<file path="src/rtl/core/bsf_pkg.sv">
package bsf_pkg;

    // Configuration register map
    localparam int CFG_IDX_W = 2;
    localparam logic [CFG_IDX_W-1:0] CFG_SCREEN_WIDTH  = 2'd0;
    localparam logic [CFG_IDX_W-1:0] CFG_SCREEN_HEIGHT = 2'd1;
    localparam logic [CFG_IDX_W-1:0] CFG_LINE_BYTES    = 2'd2;
    localparam int CFG_DATA_W = 16;

    localparam int SCR_W  = 13;
    localparam int LINE_W = 16;
    localparam logic [SCR_W-1:0]  SCREEN_WIDTH_RST  = 13'd800;
    localparam logic [SCR_W-1:0]  SCREEN_HEIGHT_RST = 13'd480;
    localparam logic [LINE_W-1:0] LINE_BYTES_RST    = 16'd3200;

    // Image size limits
    localparam int MAX_WIDTH_DEFAULT  = 4096;
    localparam int MAX_HEIGHT_DEFAULT = 4096;

    // Result fields
    localparam int ADDR_W  = 28;
    localparam int COLOR_W = 24;
    localparam int CODE_W  = 3;

    localparam logic KIND_PIXEL = 1'b0;
    localparam logic KIND_ERROR = 1'b1;

    localparam logic [CODE_W-1:0] ERR_NOT_BMP    = 3'd0;
    localparam logic [CODE_W-1:0] ERR_BAD_SIZE   = 3'd1;
    localparam logic [CODE_W-1:0] ERR_BAD_DEPTH  = 3'd2;
    localparam logic [CODE_W-1:0] ERR_COMPRESSED = 3'd3;
    localparam logic [CODE_W-1:0] ERR_BAD_OFFSET = 3'd4;
    localparam logic [CODE_W-1:0] ERR_TOO_LARGE  = 3'd5;

    // Header layout
    localparam logic [5:0] OFS_MAGIC_B    = 6'd0;
    localparam logic [5:0] OFS_MAGIC_M    = 6'd1;
    localparam logic [5:0] OFS_DATA_START = 6'd10;
    localparam logic [5:0] OFS_WIDTH      = 6'd18;
    localparam logic [5:0] OFS_HEIGHT     = 6'd22;
    localparam logic [5:0] OFS_DEPTH      = 6'd28;
    localparam logic [5:0] OFS_COMP       = 6'd30;
    localparam logic [5:0] OFS_HDR_LAST   = 6'd53;
    localparam logic [31:0] HDR_LEN       = 32'd54;

    localparam logic [7:0] MAGIC_B = 8'h42;
    localparam logic [7:0] MAGIC_M = 8'h4D;

    localparam logic [15:0] DEPTH_24 = 16'd24;
    localparam logic [15:0] DEPTH_32 = 16'd32;

    // Byte lane within one pixel
    localparam logic [1:0] LANE_BLUE  = 2'd0;
    localparam logic [1:0] LANE_GREEN = 2'd1;
    localparam logic [1:0] LANE_RED   = 2'd2;
    localparam logic [1:0] LANE_PAD   = 2'd3;

    typedef enum logic [1:0] {
        PH_HEADER,
        PH_SKIP,
        PH_PIXELS,
        PH_DONE
    } phase_t;

    typedef struct packed {
        logic [SCR_W-1:0]  screen_width;
        logic [SCR_W-1:0]  screen_height;
        logic [LINE_W-1:0] line_bytes;
    } cfg_t;

    typedef struct packed {
        logic               kind;
        logic [ADDR_W-1:0]  write_address;
        logic [COLOR_W-1:0] pixel_color;
        logic [CODE_W-1:0]  error_code;
        logic               last_pixel;
    } result_t;

endpackage

</file>
<file path="src/rtl/core/bsf_if.sv">
// File byte channel
interface bsf_byte_if;
    logic       valid;
    logic       ready;
    logic [7:0] file_byte;
    logic       start_of_file;

    modport source (output valid, file_byte, start_of_file, input ready);
    modport sink   (input valid, file_byte, start_of_file, output ready);
endinterface

// Result channel
interface bsf_result_if;
    logic                        valid;
    logic                        ready;
    logic                        kind;
    logic [bsf_pkg::ADDR_W-1:0]  write_address;
    logic [bsf_pkg::COLOR_W-1:0] pixel_color;
    logic [bsf_pkg::CODE_W-1:0]  error_code;
    logic                        last_pixel;

    modport source (output valid, kind, write_address, pixel_color, error_code, last_pixel,
                    input ready);
    modport sink   (input valid, kind, write_address, pixel_color, error_code, last_pixel,
                    output ready);
endinterface

// Configuration write channel
interface bsf_cfg_if;
    logic                           valid;
    logic                           ready;
    logic [bsf_pkg::CFG_IDX_W-1:0]  index;
    logic [bsf_pkg::CFG_DATA_W-1:0] data;

    modport source (output valid, index, data, input ready);
    modport sink   (input valid, index, data, output ready);
endinterface

</file>
<file path="src/rtl/core/bmp_stream_to_framebuffer.sv">
// BMP byte stream to framebuffer pixel writes.
// bytes:   one file byte per item; start_of_file marks byte 0 of a new file.
// results: a pixel write (address in a 32-bit-per-pixel framebuffer, color
//          0xRRGGBB, last_pixel on the final drawn pixel) or one header error.
// cfg:     screen_width (0), screen_height (1), line_bytes (2); always ready.
// Only uncompressed 24- and 32-bit files pass the header check. Bottom-up
// images are flipped, the image is clipped to the screen and row padding is
// dropped. After an error or the last pixel, bytes are swallowed until the
// next start_of_file.
// Throughput: one byte per cycle while results are taken, set by the single parse
// stage that sits between the input register and the result register.
// Path: input register, then the parse stage, then the result register.
// Reset: control and config registers return to their defaults and the
// parser expects a header, with or without start_of_file on the first byte.
// Stall: while results.ready is low the input register and the result
// register each hold one item; bytes.ready then drops until results drain.
module bmp_stream_to_framebuffer #(
    parameter int MAX_WIDTH  = bsf_pkg::MAX_WIDTH_DEFAULT,
    parameter int MAX_HEIGHT = bsf_pkg::MAX_HEIGHT_DEFAULT
) (
    input  logic         clk,
    input  logic         rst_n,
    bsf_cfg_if.sink      cfg,
    bsf_byte_if.sink     bytes,
    bsf_result_if.source results
);

    bsf_pkg::cfg_t    cfg_regs;
    logic             res_valid;
    bsf_pkg::result_t res;

    logic             s1_valid_reg, s1_valid_next;
    logic [7:0]       s1_byte_reg;
    logic             s1_sof_reg;
    logic             out_valid_reg, out_valid_next;
    bsf_pkg::result_t out_reg;
    logic             out_free;
    logic             advance;
    logic             in_take;

    bsf_cfg_regs u_cfg_regs (
        .clk   (clk),
        .rst_n (rst_n),
        .cfg   (cfg),
        .regs  (cfg_regs)
    );

    bsf_decoder #(
        .MAX_WIDTH  (MAX_WIDTH),
        .MAX_HEIGHT (MAX_HEIGHT)
    ) u_decoder (
        .clk           (clk),
        .rst_n         (rst_n),
        .step          (advance),
        .file_byte     (s1_byte_reg),
        .start_of_file (s1_sof_reg),
        .cfg           (cfg_regs),
        .res_valid     (res_valid),
        .res           (res)
    );

    // Pipeline flow control
    assign out_free    = !out_valid_reg || results.ready;
    assign advance     = s1_valid_reg && out_free;
    assign bytes.ready = !s1_valid_reg || advance;
    assign in_take     = bytes.valid && bytes.ready;

    always_comb
    begin
        s1_valid_next = s1_valid_reg;
        if (bytes.ready)
            s1_valid_next = bytes.valid;

        out_valid_next = out_valid_reg;
        if (advance)
            out_valid_next = res_valid;
        else if (results.ready)
            out_valid_next = 1'b0;
    end

    always_ff @(posedge clk or negedge rst_n)
    begin
        if (!rst_n)
        begin
            s1_valid_reg  <= 1'b0;
            out_valid_reg <= 1'b0;
        end
        else
        begin
            s1_valid_reg  <= s1_valid_next;
            out_valid_reg <= out_valid_next;
        end
    end

    // Input and result payload
    always_ff @(posedge clk)
    begin
        if (in_take)
        begin
            s1_byte_reg <= bytes.file_byte;
            s1_sof_reg  <= bytes.start_of_file;
        end
        if (advance && res_valid)
            out_reg <= res;
    end

    assign results.valid         = out_valid_reg;
    assign results.kind          = out_reg.kind;
    assign results.write_address = out_reg.write_address;
    assign results.pixel_color   = out_reg.pixel_color;
    assign results.error_code    = out_reg.error_code;
    assign results.last_pixel    = out_reg.last_pixel;

endmodule

</file>
<file path="src/rtl/core/bsf_cfg_regs.sv">
module bsf_cfg_regs (
    input  logic          clk,
    input  logic          rst_n,
    bsf_cfg_if.sink       cfg,
    output bsf_pkg::cfg_t regs
);

    bsf_pkg::cfg_t regs_reg;
    bsf_pkg::cfg_t regs_next;

    assign cfg.ready = 1'b1;
    assign regs      = regs_reg;

    // Register write decode; unknown indexes are dropped
    always_comb
    begin
        regs_next = regs_reg;
        if (cfg.valid)
        begin
            case (cfg.index)
                bsf_pkg::CFG_SCREEN_WIDTH:
                    regs_next.screen_width = cfg.data[bsf_pkg::SCR_W-1:0];
                bsf_pkg::CFG_SCREEN_HEIGHT:
                    regs_next.screen_height = cfg.data[bsf_pkg::SCR_W-1:0];
                bsf_pkg::CFG_LINE_BYTES:
                    regs_next.line_bytes = cfg.data[bsf_pkg::LINE_W-1:0];
                default:
                    regs_next = regs_reg;
            endcase
        end
    end

    always_ff @(posedge clk or negedge rst_n)
    begin
        if (!rst_n)
        begin
            regs_reg.screen_width  <= bsf_pkg::SCREEN_WIDTH_RST;
            regs_reg.screen_height <= bsf_pkg::SCREEN_HEIGHT_RST;
            regs_reg.line_bytes    <= bsf_pkg::LINE_BYTES_RST;
        end
        else
        begin
            regs_reg <= regs_next;
        end
    end

endmodule

</file>
<file path="src/rtl/core/bsf_decoder.sv">
module bsf_decoder #(
    parameter int MAX_WIDTH  = bsf_pkg::MAX_WIDTH_DEFAULT,
    parameter int MAX_HEIGHT = bsf_pkg::MAX_HEIGHT_DEFAULT
) (
    input  logic             clk,
    input  logic             rst_n,
    input  logic             step,
    input  logic [7:0]       file_byte,
    input  logic             start_of_file,
    input  bsf_pkg::cfg_t    cfg,
    output logic             res_valid,
    output bsf_pkg::result_t res
);

    localparam int WW  = $clog2(MAX_WIDTH + 1);
    localparam int HW  = $clog2(MAX_HEIGHT + 1);
    localparam int RSW = $clog2(4 * MAX_WIDTH + 1);
    localparam int CW  = (WW > bsf_pkg::SCR_W) ? WW : bsf_pkg::SCR_W;
    localparam int CH  = (HW > bsf_pkg::SCR_W) ? HW : bsf_pkg::SCR_W;
    localparam int XW  = (RSW > CW) ? RSW : CW;
    localparam int PW  = CH + bsf_pkg::LINE_W;

    // Parser control
    bsf_pkg::phase_t phase_reg, phase_next;
    logic [31:0]     pos_reg, pos_next;

    // Raw header fields
    logic [31:0] data_start_reg, data_start_next;
    logic [31:0] width_reg, width_next;
    logic [31:0] height_reg, height_next;
    logic [15:0] depth_reg, depth_next;
    logic [31:0] comp_reg, comp_next;

    // Image geometry latched at the end of the header
    logic [WW-1:0]  img_w_reg, img_w_next;
    logic [HW-1:0]  abs_h_reg, abs_h_next;
    logic           neg_reg, neg_next;
    logic           bpb4_reg, bpb4_next;
    logic [RSW-1:0] stride_reg, stride_next;

    // Pixel walk counters
    logic [HW-1:0]  row_reg, row_next;
    logic [RSW-1:0] rbc_reg, rbc_next;
    logic [RSW-1:0] x_reg, x_next;
    logic [1:0]     k_reg, k_next;
    logic [15:0]    pix_reg, pix_next;

    bsf_pkg::phase_t cur_phase;
    logic [31:0]     pos;
    logic [5:0]      pos6;
    logic [1:0]      lane;
    logic            do_pixel;

    logic                       hdr_err;
    logic [bsf_pkg::CODE_W-1:0] hdr_code;
    logic [WW-1:0]              w_lo;
    logic [HW-1:0]              h_lo;
    logic [RSW+1:0]             three_w;
    logic [RSW-1:0]             rs_calc;

    logic [CW-1:0]   dw;
    logic [CH-1:0]   dh;
    logic            rows_done;
    logic            in_clip;
    logic            emit;
    logic            is_last;
    logic [HW:0]     row_inc;
    logic [RSW:0]    x_inc;
    logic [RSW:0]    rbc_inc;
    logic            row_end;
    logic            k_wrap;
    logic [CH-1:0]   sy;
    logic [PW-1:0]   prod;

    // Item view: a start-of-file byte sees a freshly reset parser
    assign cur_phase = start_of_file ? bsf_pkg::PH_HEADER : phase_reg;
    assign pos       = start_of_file ? 32'd0 : pos_reg;
    assign pos6      = pos[5:0];
    assign do_pixel  = (cur_phase == bsf_pkg::PH_PIXELS) ||
                       ((cur_phase == bsf_pkg::PH_SKIP) && (pos == data_start_reg));

    // Header checks, in priority order
    always_comb
    begin
        hdr_err  = 1'b1;
        hdr_code = bsf_pkg::ERR_NOT_BMP;
        if ((width_reg == 32'd0) || width_reg[31] || (height_reg == 32'd0))
            hdr_code = bsf_pkg::ERR_BAD_SIZE;
        else if ((depth_reg != bsf_pkg::DEPTH_24) && (depth_reg != bsf_pkg::DEPTH_32))
            hdr_code = bsf_pkg::ERR_BAD_DEPTH;
        else if (comp_reg != 32'd0)
            hdr_code = bsf_pkg::ERR_COMPRESSED;
        else if (data_start_reg < bsf_pkg::HDR_LEN)
            hdr_code = bsf_pkg::ERR_BAD_OFFSET;
        else if ((width_reg > 32'(MAX_WIDTH)) ||
                 ($signed(height_reg) > $signed(32'(MAX_HEIGHT))) ||
                 ($signed(height_reg) < -$signed(32'(MAX_HEIGHT))))
            hdr_code = bsf_pkg::ERR_TOO_LARGE;
        else
            hdr_err = 1'b0;
    end

    // Row stride in file bytes, rounded up to four
    assign w_lo    = width_reg[WW-1:0];
    assign h_lo    = height_reg[31] ? (HW'(0) - height_reg[HW-1:0]) : height_reg[HW-1:0];
    assign three_w = (RSW+2)'(w_lo) + (RSW+2)'({w_lo, 1'b0}) + (RSW+2)'(3);
    assign rs_calc = (depth_reg == bsf_pkg::DEPTH_32) ? RSW'({w_lo, 2'b00})
                                                      : RSW'({three_w[RSW+1:2], 2'b00});

    // Clip window and pixel position
    assign dw        = (CW'(img_w_reg) < CW'(cfg.screen_width)) ? CW'(img_w_reg)
                                                                : CW'(cfg.screen_width);
    assign dh        = (CH'(abs_h_reg) < CH'(cfg.screen_height)) ? CH'(abs_h_reg)
                                                                 : CH'(cfg.screen_height);
    assign rows_done = CH'(row_reg) >= dh;
    assign in_clip   = XW'(x_reg) < XW'(dw);
    assign emit      = in_clip && (k_reg == bsf_pkg::LANE_RED);
    assign row_inc   = (HW+1)'(row_reg) + (HW+1)'(1);
    assign x_inc     = (RSW+1)'(x_reg) + (RSW+1)'(1);
    assign rbc_inc   = (RSW+1)'(rbc_reg) + (RSW+1)'(1);
    assign is_last   = emit && ((CH+1)'(row_inc) == (CH+1)'(dh)) &&
                       ((XW+1)'(x_inc) == (XW+1)'(dw));
    assign row_end   = rbc_inc >= (RSW+1)'(stride_reg);
    assign k_wrap    = bpb4_reg ? (k_reg == bsf_pkg::LANE_PAD) : (k_reg == bsf_pkg::LANE_RED);

    // Bottom-up images are flipped vertically
    assign sy   = neg_reg ? CH'(row_reg) : CH'(dh - CH'(1) - CH'(row_reg));
    assign prod = PW'(sy) * PW'(cfg.line_bytes);

    // Next state and result
    always_comb
    begin
        phase_next      = phase_reg;
        pos_next        = pos_reg;
        data_start_next = data_start_reg;
        width_next      = width_reg;
        height_next     = height_reg;
        depth_next      = depth_reg;
        comp_next       = comp_reg;
        img_w_next      = img_w_reg;
        abs_h_next      = abs_h_reg;
        neg_next        = neg_reg;
        bpb4_next       = bpb4_reg;
        stride_next     = stride_reg;
        row_next        = row_reg;
        rbc_next        = rbc_reg;
        x_next          = x_reg;
        k_next          = k_reg;
        pix_next        = pix_reg;
        lane            = 2'(pos6 - bsf_pkg::OFS_DATA_START);
        res_valid       = 1'b0;
        res             = '0;

        if (step)
        begin
            pos_next   = pos + 32'd1;
            phase_next = cur_phase;

            if (cur_phase == bsf_pkg::PH_HEADER)
            begin
                // Capture little-endian header fields
                if (pos6 inside {[bsf_pkg::OFS_DATA_START : bsf_pkg::OFS_DATA_START + 6'd3]})
                begin
                    lane = 2'(pos6 - bsf_pkg::OFS_DATA_START);
                    data_start_next[{lane, 3'b000} +: 8] = file_byte;
                end
                else if (pos6 inside {[bsf_pkg::OFS_WIDTH : bsf_pkg::OFS_WIDTH + 6'd3]})
                begin
                    lane = 2'(pos6 - bsf_pkg::OFS_WIDTH);
                    width_next[{lane, 3'b000} +: 8] = file_byte;
                end
                else if (pos6 inside {[bsf_pkg::OFS_HEIGHT : bsf_pkg::OFS_HEIGHT + 6'd3]})
                begin
                    lane = 2'(pos6 - bsf_pkg::OFS_HEIGHT);
                    height_next[{lane, 3'b000} +: 8] = file_byte;
                end
                else if (pos6 inside {[bsf_pkg::OFS_DEPTH : bsf_pkg::OFS_DEPTH + 6'd1]})
                begin
                    lane = 2'(pos6 - bsf_pkg::OFS_DEPTH);
                    depth_next[{lane[0], 3'b000} +: 8] = file_byte;
                end
                else if (pos6 inside {[bsf_pkg::OFS_COMP : bsf_pkg::OFS_COMP + 6'd3]})
                begin
                    lane = 2'(pos6 - bsf_pkg::OFS_COMP);
                    comp_next[{lane, 3'b000} +: 8] = file_byte;
                end

                // Magic bytes and end-of-header checks
                if (((pos6 == bsf_pkg::OFS_MAGIC_B) && (file_byte != bsf_pkg::MAGIC_B)) ||
                    ((pos6 == bsf_pkg::OFS_MAGIC_M) && (file_byte != bsf_pkg::MAGIC_M)))
                begin
                    res_valid      = 1'b1;
                    res.kind       = bsf_pkg::KIND_ERROR;
                    res.error_code = bsf_pkg::ERR_NOT_BMP;
                    phase_next     = bsf_pkg::PH_DONE;
                end
                else if (pos6 == bsf_pkg::OFS_HDR_LAST)
                begin
                    if (hdr_err)
                    begin
                        res_valid      = 1'b1;
                        res.kind       = bsf_pkg::KIND_ERROR;
                        res.error_code = hdr_code;
                        phase_next     = bsf_pkg::PH_DONE;
                    end
                    else
                    begin
                        img_w_next    = w_lo;
                        abs_h_next    = h_lo;
                        neg_next      = height_reg[31];
                        bpb4_next     = (depth_reg == bsf_pkg::DEPTH_32);
                        stride_next   = rs_calc;
                        row_next      = '0;
                        rbc_next      = '0;
                        x_next        = '0;
                        k_next        = bsf_pkg::LANE_BLUE;
                        pix_next      = '0;
                        phase_next    = (data_start_reg == bsf_pkg::HDR_LEN) ?
                                        bsf_pkg::PH_PIXELS : bsf_pkg::PH_SKIP;
                    end
                end
            end
            else if (do_pixel)
            begin
                phase_next = bsf_pkg::PH_PIXELS;
                if (rows_done)
                begin
                    phase_next = bsf_pkg::PH_DONE;
                end
                else
                begin
                    // Collect the pixel bytes inside the clip window
                    if (in_clip)
                    begin
                        case (k_reg)
                            bsf_pkg::LANE_BLUE:  pix_next[7:0]  = file_byte;
                            bsf_pkg::LANE_GREEN: pix_next[15:8] = file_byte;
                            default:             pix_next       = pix_reg;
                        endcase
                    end
                    if (emit)
                    begin
                        res_valid         = 1'b1;
                        res.kind          = bsf_pkg::KIND_PIXEL;
                        res.write_address = bsf_pkg::ADDR_W'(prod) +
                                            bsf_pkg::ADDR_W'({x_reg, 2'b00});
                        res.pixel_color   = {file_byte, pix_reg};
                        res.last_pixel    = is_last;
                    end

                    // Advance through the row, wrapping at the padded stride
                    if (is_last)
                    begin
                        phase_next = bsf_pkg::PH_DONE;
                    end
                    else if (row_end)
                    begin
                        rbc_next = '0;
                        x_next   = '0;
                        k_next   = bsf_pkg::LANE_BLUE;
                        row_next = HW'(row_inc);
                        if ((CH+1)'(row_inc) >= (CH+1)'(dh))
                            phase_next = bsf_pkg::PH_DONE;
                    end
                    else
                    begin
                        rbc_next = RSW'(rbc_inc);
                        if (k_wrap)
                        begin
                            k_next = bsf_pkg::LANE_BLUE;
                            x_next = RSW'(x_inc);
                        end
                        else
                        begin
                            k_next = k_reg + 2'd1;
                        end
                    end
                end
            end
        end
    end

    // Control registers
    always_ff @(posedge clk or negedge rst_n)
    begin
        if (!rst_n)
        begin
            phase_reg <= bsf_pkg::PH_HEADER;
            pos_reg   <= '0;
        end
        else
        begin
            phase_reg <= phase_next;
            pos_reg   <= pos_next;
        end
    end

    // Header fields, geometry and counters
    always_ff @(posedge clk)
    begin
        data_start_reg <= data_start_next;
        width_reg      <= width_next;
        height_reg     <= height_next;
        depth_reg      <= depth_next;
        comp_reg       <= comp_next;
        img_w_reg      <= img_w_next;
        abs_h_reg      <= abs_h_next;
        neg_reg        <= neg_next;
        bpb4_reg       <= bpb4_next;
        stride_reg     <= stride_next;
        row_reg        <= row_next;
        rbc_reg        <= rbc_next;
        x_reg          <= x_next;
        k_reg          <= k_next;
        pix_reg        <= pix_next;
    end

endmodule

</file>
<file path="src/flat_wrapper.sv">
// flat-port wrapper written by rule: the top's interface ports become plain ports
module bmp_stream_to_framebuffer_flat 
#(
    parameter int MAX_WIDTH  = bsf_pkg::MAX_WIDTH_DEFAULT,
    parameter int MAX_HEIGHT = bsf_pkg::MAX_HEIGHT_DEFAULT
)
  (clk, rst_n, cfg_valid, cfg_index, cfg_data, cfg_ready, bytes_valid, bytes_file_byte, bytes_start_of_file, bytes_ready, results_valid, results_kind, results_write_address, results_pixel_color, results_error_code, results_last_pixel, results_ready);
  bsf_cfg_if cfg_i ();
  bsf_byte_if bytes_i ();
  bsf_result_if results_i ();
  input  logic clk;
  input  logic rst_n;
  input wire logic [$bits(cfg_i.valid)-1:0] cfg_valid;
  input wire logic [$bits(cfg_i.index)-1:0] cfg_index;
  input wire logic [$bits(cfg_i.data)-1:0] cfg_data;
  output wire logic [$bits(cfg_i.ready)-1:0] cfg_ready;
  input wire logic [$bits(bytes_i.valid)-1:0] bytes_valid;
  input wire logic [$bits(bytes_i.file_byte)-1:0] bytes_file_byte;
  input wire logic [$bits(bytes_i.start_of_file)-1:0] bytes_start_of_file;
  output wire logic [$bits(bytes_i.ready)-1:0] bytes_ready;
  output wire logic [$bits(results_i.valid)-1:0] results_valid;
  output wire logic [$bits(results_i.kind)-1:0] results_kind;
  output wire logic [$bits(results_i.write_address)-1:0] results_write_address;
  output wire logic [$bits(results_i.pixel_color)-1:0] results_pixel_color;
  output wire logic [$bits(results_i.error_code)-1:0] results_error_code;
  output wire logic [$bits(results_i.last_pixel)-1:0] results_last_pixel;
  input wire logic [$bits(results_i.ready)-1:0] results_ready;
  assign cfg_i.valid = cfg_valid;
  assign cfg_i.index = cfg_index;
  assign cfg_i.data = cfg_data;
  assign cfg_ready = cfg_i.ready;
  assign bytes_i.valid = bytes_valid;
  assign bytes_i.file_byte = bytes_file_byte;
  assign bytes_i.start_of_file = bytes_start_of_file;
  assign bytes_ready = bytes_i.ready;
  assign results_valid = results_i.valid;
  assign results_kind = results_i.kind;
  assign results_write_address = results_i.write_address;
  assign results_pixel_color = results_i.pixel_color;
  assign results_error_code = results_i.error_code;
  assign results_last_pixel = results_i.last_pixel;
  assign results_i.ready = results_ready;
  bmp_stream_to_framebuffer #(.MAX_WIDTH(MAX_WIDTH), .MAX_HEIGHT(MAX_HEIGHT)) u_core (.clk(clk), .rst_n(rst_n), .cfg(cfg_i), .bytes(bytes_i), .results(results_i));
endmodule
</file>
<file path="config.mk">
export PLATFORM = sky130hd
export DESIGN_NAME = bmp_stream_to_framebuffer_flat
export DESIGN_NICKNAME = d
export VERILOG_FILES = /design/src/rtl/core/bsf_pkg.sv /design/src/rtl/core/bsf_if.sv /design/src/rtl/core/bmp_stream_to_framebuffer.sv /design/src/rtl/core/bsf_cfg_regs.sv /design/src/rtl/core/bsf_decoder.sv /design/src/flat_wrapper.sv
export SDC_FILE = /design/constraint.sdc
export NUM_CORES = 1
export LEC_CHECK = 0
export ABC_AREA = 1
export BUFFER_PORTS_ARGS = -buffer_cell sky130_fd_sc_hd__buf_4
export CORE_UTILIZATION = 40
export DETAILED_ROUTE_END_ITERATION = 6
export GPL_ROUTABILITY_DRIVEN = 1
export HOLD_SLACK_MARGIN = 0.03
export PLACE_DENSITY = 0.62
export SLEW_MARGIN = 0
export SYNTH_ARGS = -nofsm -noshare
export SYNTH_HDL_FRONTEND = slang
export SYNTH_HIERARCHICAL = 1
export SYNTH_SLANG_ARGS = --single-unit
</file>
<file path="constraint.sdc">
create_clock -name clk -period 19.6 [get_ports clk]
set_input_delay 0.98 -clock clk [delete_from_list [all_inputs] [get_ports clk]]
set_output_delay 0.98 -clock clk [all_outputs]
set_load 0.005 [all_outputs]
</file>
[After elaboration in Yosys (flattened, before gate mapping)]
Cells that the tools add are included.
Operators by class
  bitwise gates (word level): 11
  multiply operators: 1
  magnitude comparators: 20
  equal/unequal tests: 23
  add/sub/neg operators: 21
  muxes and demuxes: 84
  reductions and logical operators: 57
  shift-type cells: 10
Operators with widths (count)
  2-to-1 mux 15 bit: 15
  2-to-1 mux 13 bit: 12
  bitwise mux 32 bit: 4
  variable shift 8 x 7 -> 32 bit, first input constant: 4
  variable part select 8 x 7 -> 32 bit: 4
  2-to-1 mux 16 bit: 7
  logical NOT 32 bit: 2
  2-to-1 mux 2 bit: 18
  adder 15 x 1 -> 16 bit, second input constant: 2
  adder 32 x 1 -> 32 bit, second input constant: 1
  equality test 32 bit: 1
  equality test 32 x 6 -> 1 bit, second input constant: 1
  greater-than comparator 32 x 13 -> 1 bit, second input constant: 1
  greater-than comparator 32 x 14 -> 1 bit, second input constant: 1
  < comparator 32 x 13 -> 1 bit, second input constant: 1
  < comparator 32 x 6 -> 1 bit, second input constant: 1
  2-to-1 mux 32 bit: 1
  AND reduction 8 bit: 4
  nonzero test 32 bit: 1
  adder 28 x 17 -> 28 bit: 1
  multiplier 13 x 16 -> 28 bit: 1
  negation 5 -> 7 bit: 4
  < comparator 13 bit: 2
  greater-or-equal comparator 6 x 5 -> 1 bit, second input constant: 4
  other kinds (53): 134
Storage, ports and cells
  logic and storage cells: 259
  bits of input ports: 32
  register bits: 392
  output and inout bits: 60

[Depth between registers and ports, before layout]
  word-level depth: 14
  depth in mapped cells: 48
  mapped depth without buffers: 47

[By module]
Netlist, hierarchy kept.
By module, submodules not included
  bsf_decoder: area an instance 24562.3 µm², cells each 2967, sequential area each 8237.9 µm², instances 1
  bmp_stream_to_framebuffer: area an instance 2088.3 µm², cells each 81, sequential area each 2031.9 µm², instances 1
  bsf_cfg_regs: area an instance 1823.0 µm², cells each 191, sequential area each 1063.5 µm², instances 1

[Least setup slack after synthesis]
Ideal clock, no wire load.
  path kind: reg-to-reg
  start point: register u_core.u_cfg_regs.regs_reg (netlist bit u_core/u_cfg_regs/regs[24])
  end point: register u_core.out_reg (netlist bit u_core/results.write_address[25]) (data pin)
  buffers on the path: 2
  period minus slack after synthesis: 8847 ps
  setup time: 253 ps
  data arrival time: 8594 ps
  required time: 19347 ps
  path slack: 10753 ps
  stages on the path, launching flop included: 42
  cell sequence: dfstp_2 > inv_1 > ha_1 > inv_1 > o31ai_1 > a21oi_1 > o311ai_1 > clkbuf_1 > nand2_1 > o21ai_0 > ha_1 > inv_1 > fa_1 > o21ai_0 > nand2_1 > o21ai_0 > nand2_1 > nand3_1 > (+6 left out) > inv_1 > fa_1 > fa_1 > fa_1 > inv_1 > fa_1 > inv_1 > ha_1 > a21oi_1 > nor2_1 > nor2_1 > inv_1 > a21oi_1 > o21ai_0 > a21oi_1 > o21bai_1 > nor2_1 > nor2_1
On the way
  longest elaborated chain between the ends: 7
  elaborated cells on any way between the ends: 9
  those cells by class: 3 x add/sub; 1 x mul; 2 x order compare; 2 x mux; 1 x reduce/logical
Ends and longest elaborated chain
  start: declaration: RTL line bsf_cfg_regs.sv:8  | bsf_pkg::cfg_t regs_reg;
  start signal: assignment: RTL line bsf_cfg_regs.sv:43  | regs_reg <= regs_next;
  < comparator 13 bit: RTL line bsf_decoder.sv:113  | assign dh = (CH'(abs_h_reg) < CH'(cfg.screen_height)) ? CH'(abs_h_reg)
  2-to-1 mux 13 bit *: RTL line bsf_decoder.sv:113
  subtractor 13 x 1 -> 13 bit: RTL line bsf_decoder.sv:127  | assign sy = neg_reg ? CH'(row_reg) : CH'(dh - CH'(1) - CH'(row_reg));
  subtractor 13 bit: RTL line bsf_decoder.sv:127
  2-to-1 mux 13 bit: RTL line bsf_decoder.sv:127
  multiplier 13 x 16 -> 28 bit: RTL line bsf_decoder.sv:128  | assign prod = PW'(sy) * PW'(cfg.line_bytes);
  adder 28 x 17 -> 28 bit: RTL line bsf_decoder.sv:245  | res.write_address = bsf_pkg::ADDR_W'(prod) +
  end signal: assignment: RTL line bmp_stream_to_framebuffer.sv:104  | out_reg <= res;
  end: declaration: RTL line bmp_stream_to_framebuffer.sv:36  | bsf_pkg::result_t out_reg;
Every way passes the cells marked *; elsewhere a longest branch is shown, timed or not.
A chain may end at the register's enable or synchronous reset.

[Worst setup path after layout]
Ends and elaborated chain as after synthesis.

==> results.py <==
metrics = {
    "power": {
        "ir_drop_mv": 0.349,
        "power.density_nw_per_um2": 178,
        "leakagePower_nw": 14.4,
        "total_power_mw": 5.63,
    },
    "placement": {
        "place_congestion": 0.977,
        "dp_hpwl_um": 58600,
        "placedCellCount": 4212,
        "numPortBuffers": 90,
    },
    "clock_tree": {
        "numClockSinks": 390,
        "cts.path.max_buffers": 3,
        "clockRootBuffer": "clkbuf_16",
        "cts_buffers": 46,
        "clk-insertion-delay-late_ns": 0.62,
        "ctsResizeCount": 0,
        "cts_tree": "yes",
        "cts_setup_buffers": 0,
        "cts.htree.levels": 2,
        "cts_hold_buf": 0,
        "clkTransAtPathRegs_ns": 0.06,
    },
    "layout": {
        "multi_input_area_um2": 14700,
        "antenna_cells": 0,
        "fin_cells": 4297,
        "regArea_um2": 11300,
        "drive_above_1_share": 0.0783,
        "largest_reg_flops": 42,
        "num-nets-final": 3734,
        "syn2layout_area_growth_pct": 11.1,
        "fillers": 6828,
    },
    "setup_path": {
        "worstPathArrival_ns": 10.18,
        "start_kind": "register",
        "crit_fanout": 18,
        "slowest_stage": "fa_1",
        "crit_type": "reg -> reg",
        "cp_common_cell": "inv_1",
        "slowest_delay_ns": 0.56,
        "end_kind": "register",
        "required_ns": 19.96,
    },
    "synthesis": {
        "yosysTopAreaCell": "edfxtp_1",
        "yosys_most_used_dff": "edfxtp_1",
        "yosysWarnings": 6,
        "yosysSeqAreaShare": 0.398,
        "synthArstFlopShare": 0.200,
        "synthCells": 3239,
        "synth_cell_type_count": 61,
        "synth-seq-cells": 390,
        "synth_common_cells": "nand2_1, inv_1, nor2_1",
        "synth_edf_count": 312,
        "yosys-top-cells-area": "edfxtp_1, fa_1, ha_1, nand2_1, inv_1",
        "synthesis.area_um2": 28500,
        "syn-mean-instance-area_um2": 8.79,
        "synth_most_common_cell": "nand2_1",
        "syn_nets": 3653,
        "synth_top_area_share": 0.329,
    },
    "routing": {
        "wirelength_um": 75200,
        "routed.top_layer": "met5",
        "ant_nets": 0,
        "dr_total_vias": 21600,
        "drtPass1Iterations": 6,
        "wl_per_cell_um": 17.5,
        "wl_met3_um": 4330,
        "routed-wl-met2_um": 36100,
        "wl_met1_um": 32200,
        "drc": 0,
        "drt_iter0_drc": 1509,
        "routed_via_density": 5.02,
    },
    "timing": {
        "clock_skew_ns": 0.0347,
        "tns_ns": 0,
        "drv_slew": 0,
        "relSlewSlack": 0.243,
        "rsz0062_at_grt": "false",
        "final-setup-viol-count": 0,
        "worst_slew_pin_slew_ns": 1.13,
        "post-route-min-period_ns": 9.82,
        "max_freq_ghz": 0.102,
        "hold_violations": 0,
        "timing.final.crit_share": 0.501,
    },
    "die": {
        "rows": 97,
        "dieHeight_um": 269,
        "initial_core_util": 0.405,
        "io_pins": 92,
        "die_area_um2": 72300,
        "die_width_um": 269,
        "coreArea_um2": 70300,
    },
    "job": {
        "cap_violations": 0,
    },
    "global_route": {
        "grt_max_degree": 69,
        "grt_pass1_wl_um": 118000,
        "gr-total-overflow": 0,
        "globalRouteTotalUtil": 0.212,
        "grt_pass1_vias": 21400,
        "grt_antenna_before_repair": 1,
    },
    "hold_path": {
        "hold_class": "in -> async",
    },
    "run_status": {
        "status": "completed",
    },
}
## power breakdown
part | switching (mW) | internal [mW] | total (mW)
registers | 0.0444 | 0.953 | 0.998
logic | 2.31 | 1.43 | 3.75
clock network | 0.375 | 0.504 | 0.880
## cells in the final DEF, fill, tap and decap left out, types with 4 or more instances in the layout
cell | synthesis | layout
clkbuf_1 | 36 | 6
a21o_1 | 5 | 5
dfstp_2 | 10 | 10
clkinv_2 | 0 | 6
o21bai_1 | 6 | 6
inv_2 | 5 | 5
bufinv_16 | 0 | 4
nor2_1 | 434 | 433
xor2_1 | 79 | 79
o21ai_0 | 85 | 85
nand3_1 | 140 | 140
nand3b_1 | 20 | 20
nand4_1 | 69 | 69
clkbuf_16 | 0 | 46
nor4_1 | 13 | 12
o211ai_1 | 4 | 4
nand2_2 | 6 | 6
a211oi_1 | 4 | 4
nor2_2 | 31 | 31
dfrtp_1 | 68 | 68
o31ai_1 | 4 | 4
nand2_1 | 696 | 696
o21a_1 | 4 | 4
edfxtp_1 | 312 | 312
xnor2_1 | 26 | 26
fa_1 | 167 | 167
a21oi_1 | 91 | 91
ha_1 | 215 | 215
inv_1 | 543 | 543
clkinv_1 | 7 | 13
clkinvlp_4 | 0 | 6
buf_4 | 2 | 102
nor3_1 | 68 | 68
or2_2 | 18 | 18
## metrics by stage
step | setup WS (ns) | cell area (um^2) | util | hold slack [ns]
global route | 8.98 | 31600 | 0.450 | 0.172
global placement | 9.99 | 30100 | 0.428 | 0.457
detailed placement | 9.85 | 30100 | 0.428 | 0.457
floorplan | 10.75 | 28500 | - | 0.440
CTS | 9.80 | 31600 | 0.450 | 0.155
finish | 9.78 | 31600 | 0.450 | 0.187
## worst max-delay path: cells and delay by family, from the launching register on
kind / cells / cell delay (ns)
adders and majority gates: 10 / 4.46
buffers and inverters: 10 / 1.00
and+or+nand+nor: 11 / 1.11
AOI/OAI and AO/OA: 11 / 2.44
DFF: 1 / 0.54
## routing by layer
metal | vias to the layer above | global-route usage
met2 | 625 | 0.364
met5 | - | 0
li1 | 10500 | -
met4 | 2 | 0.0746
met3 | 145 | 0.0349
met1 | 10300 | 0.269
## worst paths after layout
check,from,end,slack (ns),depth (start not counted)
worst min-delay path,rst_n,u_core/u_decoder/pos_reg[28],0.19,1
max in group asynchronous,rst_n,u_core/u_cfg_regs/regs[1],18.18,2
worst min register to register,u_core/u_cfg_regs/regs[34],u_core/u_cfg_regs/regs[34],0.47,2
worst max register to register,u_core/u_cfg_regs/regs[24],u_core/results.write_address[25],9.78,42
worst max-delay path,u_core/u_cfg_regs/regs[24],u_core/results.write_address[25],9.78,42
min in group clk,u_core/u_cfg_regs/regs[34],u_core/u_cfg_regs/regs[34],0.47,2
## layout make-up
class | instances | area share
multi-input cells | 2224 | 0.465
flip-flops and latches | 390 | 0.358
inverters | 556 | 0.0661
clock buffers | 55 | 0.0384
well taps | 940 | 0.0372
repair buffers | 102 | 0.0242
clock inverters | 30 | 0.0112
## cells by family after synthesis
family / synth area share
AND/OR/NAND/NOR: 0.227
buffers and inverters: 0.0865
flip-flops: 0.398
adder cells (fa/ha/maj): 0.212
AO/OA/AOI/OAI: 0.0438
XOR/XNOR: 0.0323
other: 0.000132
multiplexers: 0.000352
Note: power is estimated with default switching activity, not from simulation.
